File: src/rtl/core/point_in_convex_polygon_core_assert.svh
// Assertion macros for the point-in-convex-polygon core.
// Needs signals named clock and reset in the including module.
`ifndef POINT_IN_CONVEX_POLYGON_CORE_ASSERT_SVH
`define POINT_IN_CONVEX_POLYGON_CORE_ASSERT_SVH

// Property checked on every rising clock edge outside reset.
`define PIP_ASSERT(label, prop, msg) \
   label: assert property (@(posedge clock) disable iff (reset) prop) \
      else $error(msg);

// Condition that must never be seen.
`define PIP_ASSERT_NEVER(label, cond, msg) \
   `PIP_ASSERT(label, !(cond), msg)

`endif

File: src/rtl/core/pip_pkg.sv
// Shared types and constants of the point-in-convex-polygon core.
// No dependencies.
`timescale 1ns / 1ps

package pip_pkg;

   localparam int COORD_W = 16;
   localparam int INDEX_W = 6;
   localparam int COUNT_W = 7;

   typedef logic signed [COORD_W-1:0]     coord_type;
   typedef logic signed [COORD_W:0]       diff_type;
   typedef logic signed [2*COORD_W+1:0]   prod_type;
   typedef logic signed [2*COORD_W+2:0]   cross_type;
   typedef logic [INDEX_W-1:0]            index_type;
   typedef logic [COUNT_W-1:0]            count_type;

   localparam logic      ACT_LOAD  = 1'b0;
   localparam logic      ACT_QUERY = 1'b1;

   localparam logic      REG_VERTEX_COUNT = 1'b0;
   localparam count_type VERTEX_COUNT_RESET = 7'd3;
   localparam int        MIN_VERTICES = 3;

endpackage

File: src/rtl/core/pip_if.sv
// Valid/ready channel interfaces: request words in, response words out.
// Depends on pip_pkg.
`timescale 1ns / 1ps

interface pip_req_if;
   import pip_pkg::*;

   logic      valid;
   logic      ready;
   logic      action;
   index_type vertex_index;
   coord_type coord_x;
   coord_type coord_y;

   modport source (output valid, output action, output vertex_index,
                   output coord_x, output coord_y, input ready);
   modport sink   (input valid, input action, input vertex_index,
                   input coord_x, input coord_y, output ready);
endinterface

interface pip_rsp_if;
   import pip_pkg::*;

   logic valid;
   logic ready;
   logic inside_res;

   modport source (output valid, output inside_res, input ready);
   modport sink   (input valid, input inside_res, output ready);
endinterface

File: src/rtl/core/point_in_convex_polygon_core.sv
// Point-in-convex-polygon core (uses pip_pkg, pip_if, pip_ram): a load word goes straight
// into the vertex table; a query walks the edges on the one shared 17x17 multiplier (two
// products per edge) and gives its result at the end of the walk, earlier on early exit.
// One word at a time: after a query the next word waits until its result is handed on.
// Synchronous active-high reset clears control and vertex_count (to 3); the vertex table
// is not cleared and needs no clearing pass.
`timescale 1ns / 1ps

module point_in_convex_polygon_core #(
   parameter int MAX_VERTICES = 64
) (
   input  logic        clock,
   input  logic        reset,
   pip_req_if.sink     req_if,
   pip_rsp_if.source   rsp_if,
   input  logic        psel,
   input  logic        penable,
   input  logic        pwrite,
   input  logic [2:0]  paddr,
   input  logic [31:0] pwdata,
   output logic [31:0] prdata,
   output logic        pready
);
   import pip_pkg::*;
   `include "point_in_convex_polygon_core_assert.svh"

   localparam int AW = $clog2(MAX_VERTICES);
   localparam int CW = $clog2(MAX_VERTICES + 1);

   // sequencer codes
   localparam logic [2:0] S_IDLE  = 3'd0;
   localparam logic [2:0] S_FIRST = 3'd1;   // vertex 0 arrives from the table
   localparam logic [2:0] S_EDGE  = 3'd2;   // next vertex arrives, vertex hit check
   localparam logic [2:0] S_MUL1  = 3'd3;   // (px - x1) * (y2 - y1)
   localparam logic [2:0] S_MUL2  = 3'd4;   // (py - y1) * (x2 - x1)
   localparam logic [2:0] S_SIGN  = 3'd5;   // difference, sign flags, step on
   localparam logic [2:0] S_DONE  = 3'd6;   // hand result to response register

   logic [2:0]    state_ff, state_in;
   logic [AW-1:0] idx_ff, idx_in;
   coord_type     px_ff, px_in, py_ff, py_in;
   coord_type     cur_x_ff, cur_x_in, cur_y_ff, cur_y_in;
   coord_type     first_x_ff, first_x_in, first_y_ff, first_y_in;
   coord_type     nxt_x_ff, nxt_x_in, nxt_y_ff, nxt_y_in;
   prod_type      mul_ff, mul_in;
   prod_type      p1_ff, p1_in;
   logic          pos_ff, pos_in, neg_ff, neg_in;
   logic          result_ff, result_in;
   logic          rsp_valid_ff, rsp_valid_in;
   logic          rsp_inside_ff, rsp_inside_in;
   count_type     vc_ff, vc_in;

   // --------------------------------------------------------------------------
   // Register port: one register, vertex_count, at byte address 0.
   // --------------------------------------------------------------------------
   logic csr_wr;

   assign pready = 1'b1;
   assign csr_wr = psel && penable && pwrite && pready && (paddr[2] == REG_VERTEX_COUNT);
   assign vc_in  = csr_wr ? pwdata[COUNT_W-1:0] : vc_ff;

   always_comb begin
      if (paddr[2] == REG_VERTEX_COUNT) begin
         prdata = 32'(vc_ff);
      end else begin
         prdata = '0;
      end
   end

   // Count in use, clamped to [3, MAX_VERTICES].
   logic [31:0]   vc_wide, n_wide;
   logic [CW-1:0] n_used;

   always_comb begin
      vc_wide = 32'(vc_ff);
      if (vc_wide < 32'(MIN_VERTICES)) begin
         n_wide = 32'(MIN_VERTICES);
      end else if (vc_wide > 32'(MAX_VERTICES)) begin
         n_wide = 32'(MAX_VERTICES);
      end else begin
         n_wide = vc_wide;
      end
   end
   assign n_used = n_wide[CW-1:0];

   // --------------------------------------------------------------------------
   // Vertex table: x in the upper half of each word, y in the lower.
   // --------------------------------------------------------------------------
   logic                 ram_wr_en, ram_rd_en;
   logic [AW-1:0]        ram_wr_addr, ram_rd_addr;
   logic [2*COORD_W-1:0] ram_rd_data;
   coord_type            rd_x, rd_y;
   logic                 req_take, slot_ok;

   assign req_take    = req_if.valid && req_if.ready;
   assign slot_ok     = 32'(req_if.vertex_index) < 32'(MAX_VERTICES);
   assign ram_wr_en   = req_take && (req_if.action == ACT_LOAD) && slot_ok;
   assign ram_wr_addr = AW'(req_if.vertex_index);
   assign rd_x        = ram_rd_data[2*COORD_W-1:COORD_W];
   assign rd_y        = ram_rd_data[COORD_W-1:0];

   pip_ram #(
      .WIDTH (2 * COORD_W),
      .DEPTH (MAX_VERTICES)
   ) u_vtx_ram (
      .clock   (clock),
      .wr_en   (ram_wr_en),
      .wr_addr (ram_wr_addr),
      .wr_data ({req_if.coord_x, req_if.coord_y}),
      .rd_en   (ram_rd_en),
      .rd_addr (ram_rd_addr),
      .rd_data (ram_rd_data)
   );

   // --------------------------------------------------------------------------
   // Shared multiplier: operand set chosen by the sequencer step.
   // --------------------------------------------------------------------------
   diff_type  mul_a, mul_b;
   cross_type cross_val;

   always_comb begin
      if (state_ff == S_MUL2) begin
         mul_a = diff_type'(py_ff) - diff_type'(cur_y_ff);
         mul_b = diff_type'(nxt_x_ff) - diff_type'(cur_x_ff);
      end else begin
         mul_a = diff_type'(px_ff) - diff_type'(cur_x_ff);
         mul_b = diff_type'(nxt_y_ff) - diff_type'(cur_y_ff);
      end
      mul_in = prod_type'(mul_a) * prod_type'(mul_b);
   end

   assign cross_val = cross_type'(p1_ff) - cross_type'(mul_ff);

   // edge bookkeeping
   logic [CW-1:0] idx_next;
   logic [CW:0]   idx_plus2;
   logic          last_edge, hit;

   assign idx_next  = CW'(idx_ff) + CW'(1);
   assign idx_plus2 = (CW + 1)'(idx_ff) + (CW + 1)'(2);
   assign last_edge = (idx_next == n_used);
   assign hit       = (cur_x_ff == px_ff) && (cur_y_ff == py_ff);

   assign req_if.ready = (state_ff == S_IDLE);

   // --------------------------------------------------------------------------
   // Sequencer
   // --------------------------------------------------------------------------
   always_comb begin
      state_in      = state_ff;
      idx_in        = idx_ff;
      px_in         = px_ff;
      py_in         = py_ff;
      cur_x_in      = cur_x_ff;
      cur_y_in      = cur_y_ff;
      first_x_in    = first_x_ff;
      first_y_in    = first_y_ff;
      nxt_x_in      = nxt_x_ff;
      nxt_y_in      = nxt_y_ff;
      p1_in         = p1_ff;
      pos_in        = pos_ff;
      neg_in        = neg_ff;
      result_in     = result_ff;
      ram_rd_en     = 1'b0;
      ram_rd_addr   = '0;
      rsp_valid_in  = rsp_valid_ff && !rsp_if.ready;
      rsp_inside_in = rsp_inside_ff;

      unique case (state_ff)
         S_IDLE: begin
            if (req_take && (req_if.action == ACT_QUERY)) begin
               px_in       = req_if.coord_x;
               py_in       = req_if.coord_y;
               pos_in      = 1'b0;
               neg_in      = 1'b0;
               ram_rd_en   = 1'b1;
               ram_rd_addr = '0;
               state_in    = S_FIRST;
            end
         end
         S_FIRST: begin
            cur_x_in    = rd_x;
            cur_y_in    = rd_y;
            first_x_in  = rd_x;
            first_y_in  = rd_y;
            idx_in      = '0;
            ram_rd_en   = 1'b1;
            ram_rd_addr = AW'(1);
            state_in    = S_EDGE;
         end
         S_EDGE: begin
            // closing edge runs back to vertex 0
            if (last_edge) begin
               nxt_x_in = first_x_ff;
               nxt_y_in = first_y_ff;
            end else begin
               nxt_x_in = rd_x;
               nxt_y_in = rd_y;
            end
            if (hit) begin
               result_in = 1'b1;
               state_in  = S_DONE;
            end else begin
               state_in  = S_MUL1;
            end
         end
         S_MUL1: begin
            state_in = S_MUL2;
         end
         S_MUL2: begin
            p1_in    = mul_ff;
            state_in = S_SIGN;
         end
         S_SIGN: begin
            if (cross_val > 0) begin
               pos_in = 1'b1;
            end
            if (cross_val < 0) begin
               neg_in = 1'b1;
            end
            if (pos_in && neg_in) begin
               result_in = 1'b0;
               state_in  = S_DONE;
            end else if (last_edge) begin
               result_in = 1'b1;
               state_in  = S_DONE;
            end else begin
               idx_in   = idx_next[AW-1:0];
               cur_x_in = nxt_x_ff;
               cur_y_in = nxt_y_ff;
               // prefetch the vertex after next; not needed on the closing edge
               if (idx_plus2 < (CW + 1)'(n_used)) begin
                  ram_rd_en   = 1'b1;
                  ram_rd_addr = idx_plus2[AW-1:0];
               end
               state_in = S_EDGE;
            end
         end
         S_DONE: begin
            if (!rsp_valid_ff || rsp_if.ready) begin
               rsp_valid_in  = 1'b1;
               rsp_inside_in = result_ff;
               state_in      = S_IDLE;
            end
         end
         default: begin
            state_in = S_IDLE;
         end
      endcase
   end

   // control state
   always_ff @(posedge clock) begin
      if (reset) begin
         state_ff     <= S_IDLE;
         rsp_valid_ff <= 1'b0;
         vc_ff        <= VERTEX_COUNT_RESET;
         pos_ff       <= 1'b0;
         neg_ff       <= 1'b0;
      end else begin
         state_ff     <= state_in;
         rsp_valid_ff <= rsp_valid_in;
         vc_ff        <= vc_in;
         pos_ff       <= pos_in;
         neg_ff       <= neg_in;
      end
   end

   // datapath
   always_ff @(posedge clock) begin
      idx_ff        <= idx_in;
      px_ff         <= px_in;
      py_ff         <= py_in;
      cur_x_ff      <= cur_x_in;
      cur_y_ff      <= cur_y_in;
      first_x_ff    <= first_x_in;
      first_y_ff    <= first_y_in;
      nxt_x_ff      <= nxt_x_in;
      nxt_y_ff      <= nxt_y_in;
      mul_ff        <= mul_in;
      p1_ff         <= p1_in;
      result_ff     <= result_in;
      rsp_inside_ff <= rsp_inside_in;
   end

   assign rsp_if.valid      = rsp_valid_ff;
   assign rsp_if.inside_res = rsp_inside_ff;

   // --------------------------------------------------------------------------
   // Checks
   // --------------------------------------------------------------------------
   logic query_take, idx_in_range, both_signs;

   assign query_take   = req_take && (req_if.action == ACT_QUERY);
   assign idx_in_range = (idx_next <= n_used);
   assign both_signs   = pos_ff && neg_ff;

   `PIP_ASSERT(a_query_starts_walk, query_take |=> (state_ff == S_FIRST), "query did not start")
   `PIP_ASSERT(a_idx_in_range, (state_ff == S_EDGE) |-> idx_in_range, "edge index past count")
   `PIP_ASSERT_NEVER(a_walk_after_outside, (state_ff == S_EDGE) && both_signs, "walk kept going")
   `PIP_ASSERT(a_rsp_from_done, $rose(rsp_if.valid) |-> $past(state_ff == S_DONE), "stray word")

endmodule

File: src/rtl/core/pip_ram.sv
// Generic single-write, single-read RAM with registered read data.
// No dependencies.
`timescale 1ns / 1ps

module pip_ram #(
   parameter int WIDTH = 32,
   parameter int DEPTH = 64
) (
   input  logic                     clock,
   input  logic                     wr_en,
   input  logic [$clog2(DEPTH)-1:0] wr_addr,
   input  logic [WIDTH-1:0]         wr_data,
   input  logic                     rd_en,
   input  logic [$clog2(DEPTH)-1:0] rd_addr,
   output logic [WIDTH-1:0]         rd_data
);

   logic [WIDTH-1:0] mem [DEPTH];
   logic [WIDTH-1:0] rd_data_ff;

   always_ff @(posedge clock) begin
      if (wr_en) begin
         mem[wr_addr] <= wr_data;
      end
      if (rd_en) begin
         rd_data_ff <= mem[rd_addr];
      end
   end

   assign rd_data = rd_data_ff;

endmodule

File: src/flat_wrapper.sv
// flat-port wrapper written by rule: the top's interface ports become plain ports
module point_in_convex_polygon_core_flat import pip_pkg::*;
#(
   parameter int MAX_VERTICES = 64
)
  (clock, reset, psel, penable, pwrite, paddr, pwdata, prdata, pready, req_if_valid, req_if_action, req_if_vertex_index, req_if_coord_x, req_if_coord_y, req_if_ready, rsp_if_valid, rsp_if_inside_res, rsp_if_ready);
  pip_req_if req_if_i ();
  pip_rsp_if rsp_if_i ();
  input  logic clock;
  input  logic reset;
  input  logic psel;
  input  logic penable;
  input  logic pwrite;
  input  logic [2:0] paddr;
  input  logic [31:0] pwdata;
  output logic [31:0] prdata;
  output logic pready;
  input wire logic [$bits(req_if_i.valid)-1:0] req_if_valid;
  input wire logic [$bits(req_if_i.action)-1:0] req_if_action;
  input wire logic [$bits(req_if_i.vertex_index)-1:0] req_if_vertex_index;
  input wire logic [$bits(req_if_i.coord_x)-1:0] req_if_coord_x;
  input wire logic [$bits(req_if_i.coord_y)-1:0] req_if_coord_y;
  output wire logic [$bits(req_if_i.ready)-1:0] req_if_ready;
  output wire logic [$bits(rsp_if_i.valid)-1:0] rsp_if_valid;
  output wire logic [$bits(rsp_if_i.inside_res)-1:0] rsp_if_inside_res;
  input wire logic [$bits(rsp_if_i.ready)-1:0] rsp_if_ready;
  assign req_if_i.valid = req_if_valid;
  assign req_if_i.action = req_if_action;
  assign req_if_i.vertex_index = req_if_vertex_index;
  assign req_if_i.coord_x = req_if_coord_x;
  assign req_if_i.coord_y = req_if_coord_y;
  assign req_if_ready = req_if_i.ready;
  assign rsp_if_valid = rsp_if_i.valid;
  assign rsp_if_inside_res = rsp_if_i.inside_res;
  assign rsp_if_i.ready = rsp_if_ready;
  point_in_convex_polygon_core #(.MAX_VERTICES(MAX_VERTICES)) u_core (.clock(clock), .reset(reset), .req_if(req_if_i), .rsp_if(rsp_if_i), .psel(psel), .penable(penable), .pwrite(pwrite), .paddr(paddr), .pwdata(pwdata), .prdata(prdata), .pready(pready));
endmodule
File: config.mk
export PLATFORM = sky130hd
export DESIGN_NAME = point_in_convex_polygon_core_flat
export DESIGN_NICKNAME = d
export VERILOG_FILES = /design/src/rtl/core/pip_pkg.sv /design/src/rtl/core/pip_if.sv /design/src/rtl/core/point_in_convex_polygon_core.sv /design/src/rtl/core/pip_ram.sv /design/src/flat_wrapper.sv
export VERILOG_INCLUDE_DIRS = /design/src /design/src/rtl/core
export SDC_FILE = /design/constraint.sdc
export NUM_CORES = 2
export LEC_CHECK = 0
export BUFFER_PORTS_ARGS = -buffer_cell sky130_fd_sc_hd__buf_2
export CORE_MARGIN = 2
export CORE_UTILIZATION = 60
export DETAILED_ROUTE_END_ITERATION = 10
export PLACE_DENSITY_LB_ADDON = 0.1
export RECOVER_POWER = 100
export SYNTH_ARGS = -nofsm -noshare
export SYNTH_HDL_FRONTEND = slang
export SYNTH_SLANG_ARGS = --single-unit
export TNS_END_PERCENT = 100
File: constraint.sdc
create_clock -name clock -period 12.8 [get_ports clock]
set_input_delay 1.28 -clock clock [delete_from_list [all_inputs] [get_ports clock]]
set_output_delay 1.28 -clock clock [all_outputs]
set_load 0.01 [all_outputs]
* Word-level counts from Yosys, hierarchy flattened
Memories as Yosys holds them, arrays and structs flattened. A register that Yosys moved wholly into a read port is not among the register bits.
Index checks and enable logic that the tools add are counted.
** Word-level totals
- Memories kept :: 1
- Memory bits (writable) :: 2048
- Output and inout bits :: 36
- Bits of input ports :: 81
- Bits in registers :: 217
** Memories
- u_core.u_vtx_ram.mem :: words 64, bits a word 32, read ports 1, clocked after Yosys merged registers in 1, wr ports 1, line pip_ram.sv:18 : logic [WIDTH-1:0] mem [DEPTH];
** Operators by class
- Muxes and demuxes :: 46
- Equality and inequality tests :: 15
- Magnitude comparators :: 5
- Multiply operators :: 1
- Bitwise operators :: 2
- Reductions and logical operators :: 22
- $add $sub $neg :: 7
** Operators with widths (number)
- 16-bit 2-to-1 mux :: 6
- 16-bit by 16-bit subtractor with 17-bit output :: 4
- 16-bit case mux with 2 select lines :: 2
- 35-bit by 1-bit > comparator with 1-bit output, second input constant :: 1
- 35-bit by 1-bit < comparator with 1-bit output, second input constant :: 1
- 34-bit by 34-bit subtractor with 35-bit output :: 1
- 17-bit by 17-bit multiplier with 34-bit output :: 1
- 17-bit 2-to-1 mux :: 2
- 16-bit == test :: 2
- 6-bit 2-to-1 mux :: 5
- 6-bit case mux with 2 select lines :: 2
- 7-bit 2-to-1 mux :: 3
- 3-bit case mux with 7 select lines :: 1
- 1-bit 2-to-1 mux :: 16
- 3-bit 2-to-1 mux :: 5
- 3-bit == test, second input constant :: 3
- 1-bit logical AND :: 9
- 8-bit by 7-bit < comparator with 1-bit output :: 1
- 2-bit AND reduction :: 4
- 6-bit by 1-bit adder with 7-bit output, second input constant :: 1
- 6-bit by 2-bit adder with 7-bit output, second input constant :: 1
- 7-bit == test :: 1
- 7-bit > comparator, second input constant :: 1
- 7-bit by 2-bit < comparator with 1-bit output, second input constant :: 1
- 13 further kinds :: 24

* Logic depth before layout (Yosys ltp)
- Depth after elaboration :: 8
- Depth in mapped cells :: 45
- Depth with buffers taken out :: 44

* Cells and area by module
A second synthesis with hierarchy kept.
** Unflattened totals
- Cell total of the unflattened synthesis :: 5950
- Area, all modules :: 103274.0 um^2
** By module, submodules not included
- pip_ram :: area an instance 78835.6 um^2, cells each 3324, times used 1, sequential area each 62459.9 um^2
- point_in_convex_polygon_core :: area an instance 24438.4 um^2, cells each 2626, times used 1, sequential area each 6045.8 um^2

* Worst setup path after synthesis
Ideal clock, no wire load.
- Path type :: reg-to-reg
- Start point :: register u_core.py_ff[0]
- End point :: register u_core.mul_ff[33]
- Data required time :: 12.728 ns
- Slack :: 3.627 ns
- Stages on the path, launching flop included :: 45
- Buffers on the path :: 1
- Arrival :: 9.101 ns
- Setup time :: 0.072 ns
- Cells stage by stage :: edfxtp_1 inv_1 ha_1 inv_1 fa_1 nand2_1 nand2_1 a21oi_1 o21ai_0 a21oi_1 o21ai_0 a21oi_1 o21ai_0 a21oi_1 o21bai_1 a21oi_1 o21ai_0 a2111oi_0 [9 not listed] inv_1 fa_1 fa_1 inv_1 fa_1 inv_1 ha_1 o21a_1 o21a_1 o21ai_0 nand2b_1 o211a_1 nor4_1 o31ai_1 or4_1 a31o_2 a21oi_1 xnor2_1
** Between the ends
- Cells in the longest elaborated chain, start to end :: 3
** Ends and longest elaborated chain
- from (decl) :: line point_in_convex_polygon_core.sv:41 : coord_type px_ff, px_in, py_ff, py_in;
- from (signal assigned) :: line point_in_convex_polygon_core.sv:273 : py_ff <= py_in;
- 16-bit by 16-bit subtractor with 17-bit output :: line point_in_convex_polygon_core.sv:123 : mul_a = diff_type'(py_ff) - diff_type'(cur_y_ff);
- 17-bit 2-to-1 mux :: line point_in_convex_polygon_core.sv:122 : if (state_ff == S_MUL2) begin
- 17-bit by 17-bit multiplier with 34-bit output :: line point_in_convex_polygon_core.sv:129 : mul_in = prod_type'(mul_a) * prod_type'(mul_b);
- via u_core.mul_in[33] :: line point_in_convex_polygon_core.sv:45 : prod_type mul_ff, mul_in;
- to (signal assigned) :: line point_in_convex_polygon_core.sv:280 : mul_ff <= mul_in;
- to (decl) :: line point_in_convex_polygon_core.sv:45
The timed path passes the listed nets, and every way through them passes these cells.
A chain may end at the register's enable or synchronous reset.

* Worst setup path in the final report
- Start point :: register u_core.idx_ff[1]
- End point :: register u_core.u_vtx_ram.rd_data_ff[24] (netlist: u_core.u_vtx_ram.rd_data[24]) (read register of u_core.u_vtx_ram.mem) (data pin)
** Between the ends
- Cells in the longest elaborated chain, start to end :: 6
** Ends and longest elaborated chain
- from (decl) :: line point_in_convex_polygon_core.sv:40 : logic [AW-1:0] idx_ff, idx_in;
- from (signal assigned) :: line point_in_convex_polygon_core.sv:271 : idx_ff <= idx_in;
- 6-bit by 2-bit adder with 7-bit output :: line point_in_convex_polygon_core.sv:140 : assign idx_plus2 = (CW + 1)'(idx_ff) + (CW + 1)'(2);
- 8-bit by 7-bit < comparator with 1-bit output :: line point_in_convex_polygon_core.sv:232 : if (idx_plus2 < (CW + 1)'(n_used)) begin
- 1-bit 2-to-1 mux or 6-bit 2-to-1 mux (tied branches) :: line point_in_convex_polygon_core.sv:232
- 1-bit 2-to-1 mux or 6-bit 2-to-1 mux (tied branches) :: line point_in_convex_polygon_core.sv:224 : end else if (last_edge) begin
- 1-bit 2-to-1 mux or 6-bit 2-to-1 mux (tied branches) :: line point_in_convex_polygon_core.sv:221 : if (pos_in && neg_in) begin
- 1-bit case mux with 3 select lines or 6-bit case mux with 2 select lines (tied branches) :: line point_in_convex_polygon_core.sv:169 : unique case (state_ff)
- to (decl) :: line pip_ram.sv:19 : logic [WIDTH-1:0] rd_data_ff;
Several ways; a longest one is shown, not always the timed one.

==> impl_metrics.env <==
export IMPL_synth_area_leaders="edfxtp_1, fa_1, nand2_1"
export IMPL_ys_seq_elements=2297
export IMPL_clkTransAtPathRegs_ns=0.07
export IMPL_synth_common_cells="edfxtp_1, nand2_1, inv_1"
export IMPL_synth_cell_area_um2=105000
export IMPL_cts_buffers=220
export IMPL_port_buffers=63
export IMPL_insertion_delay_ns=0.88
export IMPL_violations="capacitance limit, slew limit"
export IMPL_cts_tree="done"
export IMPL_dieHeight_um=422
export IMPL_syn_area_per_cell_um2=13.5
export IMPL_crit_type="reg -> reg"
export IMPL_hold_viol=0
export IMPL_fin_nets=8449
export IMPL_syn_to_final_growth_pct=9.27
export IMPL_setup_worst_path_start_class="flip-flop"
export IMPL_clockBufferDepth=3
export IMPL_yosysMostFrequentCell="edfxtp_1"
export IMPL_cts_resized=0
export IMPL_start_util_pct=60.4
export IMPL_htree_levels=4
export IMPL_rows=153
export IMPL_synth_ff_type="edfxtp_1"
export IMPL_drive_gt1_share_pct=7.50
export IMPL_via_per_inst=6.59
export IMPL_synth_yosys_seq_area_share_pct=65.2
export IMPL_synth_top_area_share_pct=64.3
export IMPL_status="complete, but fails checks"
export IMPL_final_period_utilization_pct=92.0
export IMPL_wl_per_cell_um=31.0
export IMPL_worstMarginPinSlew_ns=3.91
export IMPL_clock_fmax_mhz=85.0
export IMPL_grtUsageTotal_pct=36.0
export IMPL_first_iter_violations=10300
export IMPL_drt_pass1_iterations=8
export IMPL_vias=68400
export IMPL_fillers=12800
export IMPL_synthArstFlopShare_pct=0
export IMPL_syn_instance_count=7809
export IMPL_slew_viol_final=4863
export IMPL_maxSlewHeadroom_pct=-160
export IMPL_rsz0062_at_grt="false"
export IMPL_core_area_um2=174000
export IMPL_ant_nets=0
export IMPL_gp_congestion=0.916
export IMPL_clock_sinks=2297
export IMPL_fp_dieW_um=422
export IMPL_io_pins=117
export IMPL_route_detailed_drc=0
export IMPL_setup_viol=0
export IMPL_yosysWarnings=0
export IMPL_finalSetupTns_ns=0
export IMPL_die_area_um2=178000
export IMPL_grt_pass1_vias=65800
export IMPL_hp_class="reg -> reg"
export IMPL_grt_max_degree=141
export IMPL_dp_hpwl_mm=188
export IMPL_post_cts_buffers=0
export IMPL_wl_mm=322
export IMPL_cap_violations=140
export IMPL_grt_overflow_total=0
export IMPL_synth_edff_count=2250
export IMPL_worstSetupEndpointType="flip-flop"
export IMPL_cp_max_fo=105
export IMPL_skew_ns=0.0525
export IMPL_ys_types=94
export IMPL_cts_root_buf="clkbuf_16"
export IMPL_critPathRequiredTime_ns=13.32
export IMPL_grt_pass1_wl_mm=460
export IMPL_hold_buffers=0
export IMPL_fin_crit_ns=11.77
export IMPL_worstPathArrival_ns=12.29
export IMPL_synth_top_area_cell="edfxtp_1"
export IMPL_antenna_found_initial=21
==> flip-flops by register name, summed over array words and instances, names as in the netlist, 32 cells and up <==
signal,count
u_core.p1_ff,34
u_core.u_vtx_ram.rd_data,32
u_core.mul_ff,34
u_core.u_vtx_ram.mem,2048
==> stage by stage <==
| stage | worst slack, ns | hold WS (ns) | instances | util [%] | instance area (µm²) |
|---|---|---|---|---|---|
| 2_1_floorplan | 3.63 | 0.400 | 7833 | - | 105000 |
| 3_3_place_gp | 1.86 | 0.414 | 9978 | 62.6 | 109000 |
| 3_5_place_dp | 1.83 | 0.407 | 9978 | 62.6 | 109000 |
| 4_1_cts | 1.75 | 0.425 | 10400 | 66.4 | 116000 |
| 5_1_grt | 0.635 | 0.438 | 10400 | 66.0 | 115000 |
| 6_report | 1.03 | 0.425 | 10400 | 66.0 | 115000 |
==> layer usage <==
layer,up-vias,global-route usage (%),part of all wire (%)
met5,-,0,0.035
met4,16,17.0,5.5
met3,771,7.04,12
met2,4436,55.7,46
met1,34400,49.6,37
li1,28800,-,-
==> cells by family after synthesis <==
| logic type | Yosys count | synth area share [%] |
|---|---|---|
| simple gates | 2349 | 9.82 |
| flops | 2297 | 65.2 |
| compound gates | 1227 | 7.92 |
| buf+inv | 911 | 3.62 |
| fa+ha+maj | 493 | 8.03 |
| mux | 449 | 4.71 |
| xor+xnor | 81 | 0.675 |
| other cells | 2 | 0.00715 |
==> critical path: stages (launching register included) <==
cell and delay, ns:
edfxtp_1 0.57, ha_1 0.32, xnor2_1 0.25, xnor2_1 0.15, nand2b_1 0.07, a311oi_1 0.24, nand4_1 0.14, clkbuf_1 0.81
clkinv_1 0.16, clkbuf_1 1.64, nor2_1 0.04, and4_1 0.45, o21a_4 0.44, nor2_1 1.33, buf_2 2.18, mux2i_1 0.33
o21ai_0 0.12, o32ai_1 0.80, o32ai_1 0.51, or3_1 0.66
==> area by class of cell <==
| class | instances | area, µm² | area share, % |
|---|---|---|---|
| inverter | 467 | 1750 | 1.53 |
| multi-input combinational | 4625 | 33300 | 29.0 |
| clock buffer | 280 | 5750 | 5.01 |
| antenna | 9 | 22.5 | 0.0196 |
| timing repair buffer | 264 | 1590 | 1.38 |
| clock inverter | 118 | 975 | 0.849 |
| tap | 2325 | 2910 | 2.53 |
| sequential | 2297 | 68500 | 59.7 |
==> cells in the final DEF (no fill, tap or decap), types with 46 or more instances in the layout <==
cell type	Yosys	routed
ha_1	191	190
a21oi_1	274	270
clkbuf_16	0	221
nand3_1	315	314
dfxtp_1	47	47
nor3_1	73	68
a2111oi_0	46	47
o221ai_1	98	98
and2_1	47	46
and3_1	100	100
clkbuf_1	196	180
a31oi_1	96	97
o21ai_0	208	208
buf_4	34	88
clkinv_1	2	52
inv_1	464	465
mux2i_1	378	378
nand4_1	54	54
nor2_1	287	254
edfxtp_1	2250	2250
fa_1	302	302
xnor2_1	53	53
a211oi_1	128	128
nand2_1	1308	1305
==> path summary, 6_finish.rpt <==
kind              depth (start not counted)  slack (ns)                                      to                      startpoint
setup / recovery                         19        1.03  u_core.u_vtx_ram.rd_data[24]$_DFFE_PP_  u_core.idx_ff[1]$_SDFFCE_PN0P_
setup reg to reg                         19        1.03  u_core.u_vtx_ram.rd_data[24]$_DFFE_PP_  u_core.idx_ff[1]$_SDFFCE_PN0P_
hold reg to reg                           0        0.43              u_core.p1_ff[16]$_DFFE_PP_       u_core.mul_ff[16]$_DFF_P_
hold / removal                            0        0.43              u_core.p1_ff[16]$_DFFE_PP_       u_core.mul_ff[16]$_DFF_P_
Power is not shown: default switching activity piles up to over one toggle a cycle in this logic, so the estimate is an artifact.
